==> config.mk <==
export PLATFORM = sky130hd
export DESIGN_NAME = grid_neighbour_lister_top
export DESIGN_NICKNAME = d
export VERILOG_FILES = /design/src/hdl/gnl_pkg.sv /design/src/hdl/grid_neighbour_lister_top.sv /design/src/hdl/gnl_front.sv /design/src/hdl/gnl_queue.sv /design/src/hdl/gnl_back.sv
export SDC_FILE = /design/constraint.sdc
export NUM_CORES = 1
export LEC_CHECK = 0
export BUFFER_PORTS_ARGS = -buffer_cell sky130_fd_sc_hd__buf_4
export CAP_MARGIN = 10
export CORE_ASPECT_RATIO = 1.4
export CORE_MARGIN = 1
export CORE_UTILIZATION = 55
export CTS_CLUSTER_SIZE = 12
export DETAILED_ROUTE_END_ITERATION = 10
export PLACE_DENSITY = 0.81
export REMOVE_ABC_BUFFERS = 1
export SLEW_MARGIN = 25
export SYNTH_ARGS = -nofsm -noshare
export SYNTH_HDL_FRONTEND = slang
export SYNTH_HIERARCHICAL = 1
export SYNTH_SLANG_ARGS = --single-unit
==> constraint.sdc <==
create_clock -name i_clk -period 15 [get_ports i_clk]
set_input_delay 0.75 -clock i_clk [delete_from_list [all_inputs] [get_ports i_clk]]
set_output_delay 0.75 -clock i_clk [all_outputs]
set_load 0.05 [all_outputs]
==> src/hdl/gnl_pkg.sv <==
// Shared types and constants for the grid neighbour lister.
`timescale 1ns / 1ps
`default_nettype none

package gnl_pkg;

    localparam int NODE_W = 13;
    localparam int DIM_W = 7;
    localparam int SLOT_W = 6;
    localparam int CNT_W = 7;
    localparam int CFG_IDX_W = 2;
    localparam int CFG_DATA_W = 7;

    localparam int DEF_MAX_ROWS = 64;
    localparam int DEF_MAX_COLS = 64;
    localparam int RESULT_CAP = 64;

    localparam int LIST_LEN = 4;
    localparam int LIST_IDX_W = 2;

    localparam int DIV_STEP = 4;
    localparam int DIV_CYCLES = 4;
    localparam int DIV_CNT_W = 2;
    localparam int DIV_PAD = DIV_STEP * DIV_CYCLES;

    localparam int QUEUE_DEPTH = 2;
    localparam int QPTR_W = 1;

    typedef enum logic [CFG_IDX_W-1:0] {
        CFG_GRID_MODE = 2'd0,
        CFG_ROW_COUNT = 2'd1,
        CFG_COL_COUNT = 2'd2
    } t_cfg_index;

    typedef enum logic [1:0] {
        FS_IDLE,
        FS_DIV,
        FS_PUSH
    } t_front_state;

    typedef enum logic [1:0] {
        JK_ERROR,
        JK_LIST,
        JK_ROW
    } t_job_kind;

    typedef struct packed {
        logic             spherical;
        logic [DIM_W-1:0] rows;
        logic [DIM_W-1:0] cols;
    } t_dims;

    typedef struct packed {
        t_job_kind                         kind;
        logic [CNT_W-1:0]                  count;
        logic [NODE_W-1:0]                 base;
        logic [LIST_LEN-1:0][NODE_W-1:0]   idx;
    } t_job;

    typedef struct packed {
        logic full;
        logic valid;
    } t_queue_status;

endpackage

`default_nettype wire

==> src/hdl/grid_neighbour_lister_top.sv <==
// Top level of the grid neighbour lister: configuration registers and the three stages.
//
// The front end accepts a node index, runs the four-bit-per-step divider that splits
// the index into row and column, then classifies the job and queues it; it takes no
// new index until that job is queued. The sequencer loads each job from the queue
// and then delivers one neighbour beat per cycle while the output is not stalled, so
// a grid node yields up to four beats and a pole as many beats as there are columns.
// An index outside the configured grid yields a single beat with the error flag set.
`timescale 1ns / 1ps
`default_nettype none

module grid_neighbour_lister_top #(
    parameter int MAX_ROWS = gnl_pkg::DEF_MAX_ROWS,
    parameter int MAX_COLS = gnl_pkg::DEF_MAX_COLS
) (
    input  wire logic                              i_clk,
    input  wire logic                              i_rst_n,
    input  wire logic                              i_cfg_we,
    input  wire logic [gnl_pkg::CFG_IDX_W-1:0]     i_cfg_index,
    input  wire logic [gnl_pkg::CFG_DATA_W-1:0]    i_cfg_data,
    input  wire logic                              i_in_valid,
    output logic                                   o_in_stall,
    input  wire logic [gnl_pkg::NODE_W-1:0]        i_node_index,
    output logic                                   o_out_valid,
    input  wire logic                              i_out_stall,
    output logic [gnl_pkg::NODE_W-1:0]             o_neighbour_index,
    output logic [gnl_pkg::SLOT_W-1:0]             o_neighbour_slot,
    output logic [gnl_pkg::CNT_W-1:0]              o_neighbour_count,
    output logic                                   o_last_item,
    output logic                                   o_index_error
);
    import gnl_pkg::*;

    localparam int DimMax = (1 << DIM_W) - 1;
    localparam int RowCap = (MAX_ROWS < DimMax) ? MAX_ROWS : DimMax;
    localparam int ColLim = (MAX_COLS < RESULT_CAP) ? MAX_COLS : RESULT_CAP;
    localparam int ColCap = (ColLim < DimMax) ? ColLim : DimMax;

    logic r_grid_mode;
    logic [DIM_W-1:0] r_row_count;
    logic [DIM_W-1:0] r_col_count;

    t_dims w_dims;
    t_job w_front_job;
    t_job w_queue_job;
    t_queue_status w_q_status;
    logic w_push;
    logic w_pop;

    always_ff @(posedge i_clk) begin
        if (!i_rst_n) begin
            r_grid_mode <= 1'b0;
            r_row_count <= DIM_W'(2);
            r_col_count <= DIM_W'(2);
        end else if (i_cfg_we) begin
            case (i_cfg_index)
                CFG_GRID_MODE: r_grid_mode <= i_cfg_data[0];
                CFG_ROW_COUNT: r_row_count <= i_cfg_data;
                CFG_COL_COUNT: r_col_count <= i_cfg_data;
                default: ;
            endcase
        end
    end

    always_comb begin
        w_dims.spherical = r_grid_mode;
        if (r_row_count < DIM_W'(2)) begin
            w_dims.rows = DIM_W'(2);
        end else if (r_row_count > DIM_W'(RowCap)) begin
            w_dims.rows = DIM_W'(RowCap);
        end else begin
            w_dims.rows = r_row_count;
        end
        if (r_col_count < DIM_W'(2)) begin
            w_dims.cols = DIM_W'(2);
        end else if (r_col_count > DIM_W'(ColCap)) begin
            w_dims.cols = DIM_W'(ColCap);
        end else begin
            w_dims.cols = r_col_count;
        end
    end

    gnl_front u_front (
        .i_clk        (i_clk),
        .i_rst_n      (i_rst_n),
        .i_in_valid   (i_in_valid),
        .o_in_stall   (o_in_stall),
        .i_node_index (i_node_index),
        .i_dims       (w_dims),
        .i_q_status   (w_q_status),
        .o_push       (w_push),
        .o_job        (w_front_job)
    );

    gnl_queue u_queue (
        .i_clk    (i_clk),
        .i_rst_n  (i_rst_n),
        .i_push   (w_push),
        .i_job    (w_front_job),
        .i_pop    (w_pop),
        .o_job    (w_queue_job),
        .o_status (w_q_status)
    );

    gnl_back u_back (
        .i_clk             (i_clk),
        .i_rst_n           (i_rst_n),
        .i_job             (w_queue_job),
        .i_q_status        (w_q_status),
        .o_pop             (w_pop),
        .o_out_valid       (o_out_valid),
        .i_out_stall       (i_out_stall),
        .o_neighbour_index (o_neighbour_index),
        .o_neighbour_slot  (o_neighbour_slot),
        .o_neighbour_count (o_neighbour_count),
        .o_last_item       (o_last_item),
        .o_index_error     (o_index_error)
    );

    // The front end never pushes into a full queue.
    a_no_overflow: assert property (@(posedge i_clk) disable iff (!i_rst_n)
        w_push |-> !w_q_status.full)
        else $error("job queue overflow");

    // An error beat stands alone and reports no neighbours.
    a_error_beat: assert property (@(posedge i_clk) disable iff (!i_rst_n)
        (o_out_valid && o_index_error) |->
            (o_last_item && o_neighbour_count == '0 && o_neighbour_index == '0))
        else $error("malformed error beat");

    // A neighbour beat has its slot inside the count, and the last one closes it.
    a_slot_range: assert property (@(posedge i_clk) disable iff (!i_rst_n)
        (o_out_valid && !o_index_error) |->
            (CNT_W'(o_neighbour_slot) < o_neighbour_count))
        else $error("slot beyond neighbour count");

    a_last_slot: assert property (@(posedge i_clk) disable iff (!i_rst_n)
        (o_out_valid && !o_index_error && o_last_item) |->
            (CNT_W'(o_neighbour_slot) + CNT_W'(1) == o_neighbour_count))
        else $error("last beat at wrong slot");

endmodule

`default_nettype wire

==> src/hdl/gnl_front.sv <==
// Front end: accepts a node index, divides it by the column count and builds a job.
`timescale 1ns / 1ps
`default_nettype none

module gnl_front (
    input  wire logic                          i_clk,
    input  wire logic                          i_rst_n,
    input  wire logic                          i_in_valid,
    output logic                               o_in_stall,
    input  wire logic [gnl_pkg::NODE_W-1:0]    i_node_index,
    input  wire gnl_pkg::t_dims                i_dims,
    input  wire gnl_pkg::t_queue_status        i_q_status,
    output logic                               o_push,
    output gnl_pkg::t_job                      o_job
);
    import gnl_pkg::*;

    t_front_state r_state, n_state;
    logic [DIV_CNT_W-1:0] r_div_cnt;
    logic [DIV_PAD-1:0] r_dividend;
    logic [DIM_W:0] r_rem;
    logic [NODE_W-1:0] r_quot;
    logic [NODE_W-1:0] r_node;
    logic [NODE_W-1:0] r_grid_nodes;
    t_dims r_dims;

    logic w_accept;
    logic w_div_last;

    logic [DIM_W:0] v_rem;
    logic [DIV_PAD-1:0] v_dvd;
    logic [NODE_W-1:0] v_quot;

    always_comb begin
        v_rem = r_rem;
        v_dvd = r_dividend;
        v_quot = r_quot;
        for (int s = 0; s < DIV_STEP; s++) begin
            v_rem = {v_rem[DIM_W-1:0], v_dvd[DIV_PAD-1]};
            v_dvd = {v_dvd[DIV_PAD-2:0], 1'b0};
            if (v_rem >= {1'b0, r_dims.cols}) begin
                v_rem = v_rem - {1'b0, r_dims.cols};
                v_quot = {v_quot[NODE_W-2:0], 1'b1};
            end else begin
                v_quot = {v_quot[NODE_W-2:0], 1'b0};
            end
        end
    end

    assign w_div_last = (r_div_cnt == DIV_CNT_W'(DIV_CYCLES - 1));

    always_comb begin
        n_state = r_state;
        case (r_state)
            FS_IDLE: begin
                if (i_in_valid) n_state = FS_DIV;
            end
            FS_DIV: begin
                if (w_div_last) n_state = FS_PUSH;
            end
            FS_PUSH: begin
                if (!i_q_status.full) n_state = FS_IDLE;
            end
            default: n_state = FS_IDLE;
        endcase
    end

    always_comb begin
        o_in_stall = 1'b1;
        w_accept = 1'b0;
        o_push = 1'b0;
        case (r_state)
            FS_IDLE: begin
                o_in_stall = 1'b0;
                w_accept = i_in_valid;
            end
            FS_DIV: begin
                o_in_stall = 1'b1;
            end
            FS_PUSH: begin
                o_push = !i_q_status.full;
            end
            default: o_in_stall = 1'b1;
        endcase
    end

    always_ff @(posedge i_clk) begin
        if (!i_rst_n) begin
            r_state <= FS_IDLE;
            r_div_cnt <= '0;
        end else begin
            r_state <= n_state;
            if (w_accept) begin
                r_div_cnt <= '0;
            end else if (r_state == FS_DIV) begin
                r_div_cnt <= r_div_cnt + DIV_CNT_W'(1);
            end
        end
    end

    always_ff @(posedge i_clk) begin
        if (w_accept) begin
            r_node <= i_node_index;
            r_dims <= i_dims;
            r_dividend <= DIV_PAD'(i_node_index);
            r_rem <= '0;
            r_quot <= '0;
        end else if (r_state == FS_DIV) begin
            r_dividend <= v_dvd;
            r_rem <= v_rem;
            r_quot <= v_quot;
            r_grid_nodes <= NODE_W'(r_dims.rows * r_dims.cols);
        end
    end

    logic [NODE_W-1:0] w_cols;
    logic [NODE_W-1:0] w_total;
    logic [NODE_W-1:0] w_north;
    logic [NODE_W-1:0] w_south;
    logic [NODE_W-1:0] w_rem;
    logic w_top, w_bot, w_lft, w_rgt;
    logic [LIST_LEN-1:0][NODE_W-1:0] w_cand;
    logic [LIST_LEN-1:0] w_present;
    logic [LIST_IDX_W:0] v_cur;

    assign w_cols = NODE_W'(r_dims.cols);
    assign w_total = r_grid_nodes + (r_dims.spherical ? NODE_W'(2) : NODE_W'(0));
    assign w_north = w_total - NODE_W'(1);
    assign w_south = w_total - NODE_W'(2);
    assign w_rem = NODE_W'(r_rem[DIM_W-1:0]);
    assign w_top = (r_quot == '0);
    assign w_bot = (r_quot == NODE_W'(r_dims.rows) - NODE_W'(1));
    assign w_lft = (r_rem[DIM_W-1:0] == '0);
    assign w_rgt = (r_rem[DIM_W-1:0] == r_dims.cols - DIM_W'(1));

    // Candidate order is right, top, left, bottom; missing ones drop out.
    always_comb begin
        w_cand[0] = (r_dims.spherical && w_rgt) ? r_node - w_rem : r_node + NODE_W'(1);
        w_cand[1] = (r_dims.spherical && w_top) ? w_north : r_node - w_cols;
        w_cand[2] = (r_dims.spherical && w_lft) ? r_node + w_cols - NODE_W'(1)
                                                : r_node - NODE_W'(1);
        w_cand[3] = (r_dims.spherical && w_bot) ? w_south : r_node + w_cols;
        w_present = r_dims.spherical ? '1 : {!w_bot, !w_lft, !w_top, !w_rgt};
    end

    always_comb begin
        o_job = '0;
        v_cur = '0;
        if (r_node >= w_total) begin
            o_job.kind = JK_ERROR;
        end else if (r_dims.spherical && r_node == w_north) begin
            o_job.kind = JK_ROW;
            o_job.count = CNT_W'(r_dims.cols);
            o_job.base = '0;
        end else if (r_dims.spherical && r_node == w_south) begin
            o_job.kind = JK_ROW;
            o_job.count = CNT_W'(r_dims.cols);
            o_job.base = r_grid_nodes - w_cols;
        end else begin
            o_job.kind = JK_LIST;
            for (int k = 0; k < LIST_LEN; k++) begin
                if (w_present[k]) begin
                    o_job.idx[v_cur[LIST_IDX_W-1:0]] = w_cand[k];
                    v_cur = v_cur + (LIST_IDX_W + 1)'(1);
                end
            end
            o_job.count = CNT_W'(v_cur);
        end
    end

endmodule

`default_nettype wire

==> src/hdl/gnl_queue.sv <==
// Short job queue between the front end and the result sequencer.
`timescale 1ns / 1ps
`default_nettype none

module gnl_queue (
    input  wire logic                   i_clk,
    input  wire logic                   i_rst_n,
    input  wire logic                   i_push,
    input  wire gnl_pkg::t_job          i_job,
    input  wire logic                   i_pop,
    output gnl_pkg::t_job               o_job,
    output gnl_pkg::t_queue_status      o_status
);
    import gnl_pkg::*;

    t_job r_mem [QUEUE_DEPTH];
    logic [QPTR_W-1:0] r_wr_ptr;
    logic [QPTR_W-1:0] r_rd_ptr;
    logic [QPTR_W:0] r_count;

    assign o_status.full = (r_count == (QPTR_W + 1)'(QUEUE_DEPTH));
    assign o_status.valid = (r_count != '0);
    assign o_job = r_mem[r_rd_ptr];

    always_ff @(posedge i_clk) begin
        if (!i_rst_n) begin
            r_wr_ptr <= '0;
            r_rd_ptr <= '0;
            r_count <= '0;
        end else begin
            if (i_push) r_wr_ptr <= r_wr_ptr + QPTR_W'(1);
            if (i_pop) r_rd_ptr <= r_rd_ptr + QPTR_W'(1);
            if (i_push && !i_pop) begin
                r_count <= r_count + (QPTR_W + 1)'(1);
            end else if (i_pop && !i_push) begin
                r_count <= r_count - (QPTR_W + 1)'(1);
            end
        end
    end

    always_ff @(posedge i_clk) begin
        if (i_push) r_mem[r_wr_ptr] <= i_job;
    end

endmodule

`default_nettype wire

==> src/hdl/gnl_back.sv <==
// Result sequencer: expands one job into neighbour beats through an output register.
`timescale 1ns / 1ps
`default_nettype none

module gnl_back (
    input  wire logic                          i_clk,
    input  wire logic                          i_rst_n,
    input  wire gnl_pkg::t_job                 i_job,
    input  wire gnl_pkg::t_queue_status        i_q_status,
    output logic                               o_pop,
    output logic                               o_out_valid,
    input  wire logic                          i_out_stall,
    output logic [gnl_pkg::NODE_W-1:0]         o_neighbour_index,
    output logic [gnl_pkg::SLOT_W-1:0]         o_neighbour_slot,
    output logic [gnl_pkg::CNT_W-1:0]          o_neighbour_count,
    output logic                               o_last_item,
    output logic                               o_index_error
);
    import gnl_pkg::*;

    t_job r_job;
    logic r_active;
    logic [SLOT_W-1:0] r_slot;
    logic r_out_valid;

    logic w_emit;
    logic w_last;
    logic [NODE_W-1:0] w_index;

    assign o_pop = !r_active && i_q_status.valid;
    assign w_emit = r_active && (!r_out_valid || !i_out_stall);
    assign w_last = (r_job.kind == JK_ERROR)
                 || ((CNT_W'(r_slot) + CNT_W'(1)) == r_job.count);

    always_comb begin
        case (r_job.kind)
            JK_LIST: w_index = r_job.idx[r_slot[LIST_IDX_W-1:0]];
            JK_ROW:  w_index = r_job.base + NODE_W'(r_slot);
            default: w_index = '0;
        endcase
    end

    always_ff @(posedge i_clk) begin
        if (!i_rst_n) begin
            r_active <= 1'b0;
            r_out_valid <= 1'b0;
        end else begin
            if (o_pop) begin
                r_active <= 1'b1;
            end else if (w_emit && w_last) begin
                r_active <= 1'b0;
            end
            if (w_emit) begin
                r_out_valid <= 1'b1;
            end else if (!i_out_stall) begin
                r_out_valid <= 1'b0;
            end
        end
    end

    always_ff @(posedge i_clk) begin
        if (o_pop) begin
            r_job <= i_job;
            r_slot <= '0;
        end else if (w_emit) begin
            r_slot <= r_slot + SLOT_W'(1);
        end
        if (w_emit) begin
            o_neighbour_index <= w_index;
            o_neighbour_slot <= r_slot;
            o_neighbour_count <= (r_job.kind == JK_ERROR) ? '0 : r_job.count;
            o_last_item <= w_last;
            o_index_error <= (r_job.kind == JK_ERROR);
        end
    end

    assign o_out_valid = r_out_valid;

endmodule

`default_nettype wire

==> impl_metrics.tcl <==
set metrics [dict create \
    period_minus_slack_ps 8960 \
    clock-sinks 359 \
    gp_congestion 1.00 \
    async_flop_share_pct 0 \
    r2r-start "u_front/r_dims[1]$_DFFE_PP_" \
    antennaDiodeCount 0 \
    yosysTopAreaCell "edfxtp_1" \
    place_hpwl_mm 43.0 \
    cts-root-buf "clkbuf_16" \
    cts_buffer_depth 3 \
    holdPathStages 1 \
    worst_slew_pin_slew_ps 1050 \
    final_nets 2310 \
    final_util_pct 60.3 \
    antenna_found_initial 0 \
    fin_area_sq_um 24800 \
    routedWlPerCell_microns 21.5 \
    synth.top_cell.area_share_pct 39.8 \
    power_density_nw_per_um2 189 \
    avgSynthCellArea_sq_um 10.9 \
    ff2ff_setup_slack_ps 6040 \
    start_util_pct 55.6 \
    cp_slowest_cell "edfxtp_1" \
    numCtsBuffers 38 \
    seq_area_frac_synth_pct 44.7 \
    grt_max_degree 79 \
    cts.reportedPaths.clkPinSlew_ps 60 \
    core_area_sq_um 41200 \
    yosysWarnings 6 \
    fp.dieH_microns 243 \
    cts.htree.levels 2 \
    crit_family "compound AO/OA/AOI/OAI gates" \
    finalMaxSlewViolations 0 \
    grt_setup_unrepaired "false" \
    synth_cell_types 111 \
    critPathBufInv 1 \
    start_kind "flip-flop" \
    status "finished, violations left" \
    hp-start "i_node_index[10]" \
    synthAdderAreaFrac_pct 9.90 \
    crit_required_ps 15490 \
    cp.depth 30 \
    worstPathArrival_ps 9450 \
    worstSetupPathType "reg2reg" \
    setup_viol 0 \
    grt.overflow.total 0 \
    wl_mm 57.7 \
    muxShareOfSynthArea_pct 7.68 \
    holdPathEnd "u_front/r_node[10]$_DFFE_PP_" \
    hold_buffers 0 \
    synth-simple-area-share_pct 14.7 \
    cts_setup_buffers 0 \
    cts_tree "done" \
    io_pins 57 \
    drive_above_1_share_pct 14.2 \
    die_area_sq_um 42500 \
    clock_latency_ps 540 \
    fillers 3337 \
    yosys-top-cells-area "edfxtp_1 (40%), ha_1 (7.1%), mux2_2 (4.8%)" \
    vias_per_cell 6.17 \
    grt_use_total_pct 27.1 \
    dpl-instance-area_sq_um 23700 \
    postRouteAntennaNets 0 \
    ys_ff_latch 359 \
    syn_inst 2100 \
    cpPeakStageDelay_ps 800 \
    fmax_mhz 112 \
    drcViolationCount 1 \
    end_kind "flip-flop" \
    synth_xor_area_share_pct 7.06 \
    drt_iter0_markers 1160 \
    maxCapViolations 0 \
    syn_to_final_growth_pct 8.34 \
    reg2regPathDepth 30 \
    vdd_ir_drop_max_mv 0.169 \
    row_count 88 \
    hp-class "in2reg" \
    firstDrtPassIters 10 \
    final_cell_mix "edfxtp_1 (304), nand2_1 (178), nor2_1 (153)" \
    fin_crit_sh_pct 59.8 \
    cp_max_fo 15 \
    cts_resized 0 \
    cp_common_cell "o21ai_0" \
    via_count 16600 \
    hold_viol_final 0 \
    ys.flop_type "edfxtp_1" \
    setup-tns-final_ps 0 \
    netlist_area_sq_um 22900 \
    synth-compound-area-share_pct 11.9 \
    grt_pass1_vias 16800 \
    io_buffers 56 \
    dieWidth_microns 174 \
    synth_edf_count 304 \
    leakage_nw 9.39 \
    slew-limit-headroom_pct 30.1 \
    final_common_cell "edfxtp_1" \
    clock_skew_ps 17.0 \
    synth_top_family_by_area "simple AND/OR/NAND/NOR gates" \
    grt_pass1_wl_mm 89.8 \
    violations "DRC" \
    worst_r2r_endpoint "u_front/r_rem[0]$_SDFFE_PP0P_" \
]
[final cells by class]
type	count	area, sq um	share of cell area [%]
repair buffers	74	568	2.29
inverters	110	413	1.66
clock buffers	56	1070	4.31
clock inverters	9	90.1	0.363
well taps	540	676	2.72
multi-input cells	1538	11800	47.4
flip-flops and latches	359	10200	41.2
[logic make-up (layout without fill, tap and decap cells)]
logic type,after synthesis,after routing
and+or+nand+nor,656,656
AOI/OAI and AO/OA,403,403
DFF,359,359
buffers and inverters,203,249
xor gates and xnor gates,172,172
adders and majority gates,162,162
muxes,145,145
[worst max-delay path by stage]
stage                     slack [ps]                             to                   startpoint
after CTS                       6120  u_front/r_rem[5]$_SDFFE_PP0P_  u_front/r_dims[1]$_DFFE_PP_
final                           6040  u_front/r_rem[0]$_SDFFE_PP0P_  u_front/r_dims[1]$_DFFE_PP_
after global placement          6380  u_front/r_rem[1]$_SDFFE_PP0P_  u_front/r_dims[1]$_DFFE_PP_
after global routing            5370  u_front/r_rem[1]$_SDFFE_PP0P_  u_front/r_dims[1]$_DFFE_PP_
after detailed placement        6160  u_front/r_rem[5]$_SDFFE_PP0P_  u_front/r_dims[1]$_DFFE_PP_
after floorplan                 7580  u_front/r_rem[1]$_SDFFE_PP0P_  u_front/r_dims[1]$_DFFE_PP_
[synth_stat cells (7+ instances only)]
cell / instances
nor4b_1: 7
a21o_1: 11
o21ai_0: 91
o22ai_1: 9
nor4_1: 10
or2_2: 10
mux2_2: 98
nor2_1: 154
nand2_1: 178
buf_6: 16
and2_1: 40
fa_1: 32
xnor2_1: 103
clkbuf_1: 46
a22oi_1: 20
nand4_1: 18
o31a_1: 7
nand2b_1: 16
nor2b_1: 52
buf_1: 10
a21oi_1: 103
o21bai_1: 9
nor3_1: 46
buf_2: 14
or3_1: 11
nand3_1: 39
xor2_1: 61
dfxtp_1: 55
edfxtp_1: 304
ha_1: 130
o21a_1: 19
a31oi_1: 12
mux2i_1: 33
a211oi_1: 12
mux4_2: 8
a211oi_2: 7
inv_1: 108
o31ai_1: 13
and3_1: 16
o211ai_1: 15
[flip-flops by register name, indices dropped and copies added, names as in the netlist, 6 cells and up, named ones only]
signal and count:
u_queue/r_mem 148, u_back/o_neighbour_count 7, r_col_count 7, u_front/r_rem 7
u_front/r_quot 13, u_back/r_job 74, u_front/r_dividend 16, r_row_count 7
u_front/r_grid_nodes 13, u_front/r_dims 15, u_back/o_neighbour_slot 6, u_back/r_slot 6
u_front/r_node 13, u_back/o_neighbour_index 13
[power breakdown]
group	switching [W]	internal [W]
sequential	0.000139	0.00134
combinational	0.00135	0.000969
clock	0.000378	0.000512
total	0.00187	0.00283
[stage by stage]
stage | setup slack [ps] | total power, W | instances | hold slack (ps)
2_1_floorplan | 7580 | 0.00321 | 2007 | 408
3_3_place_gp | 6380 | 0.00371 | 2620 | 420
6_report | 6040 | 0.00469 | 2686 | 395
3_5_place_dp | 6160 | 0.00377 | 2621 | 427
5_1_grt | 5370 | 0.00497 | 2686 | 382
4_1_cts | 6120 | 0.00467 | 2686 | 386
[metal layers]
| metal | global-route usage [%] | wire length (microns) | vias up |
|---|---|---|---|
| met5 | 0 | 0 | - |
| met4 | 16.5 | 3770 | 0 |
| met3 | 3.65 | 3030 | 251 |
| met2 | 49.6 | 29600 | 655 |
| met1 | 29.6 | 21400 | 7968 |
| li1 | - | - | 7687 |
Power figures use the tool's default switching activity.
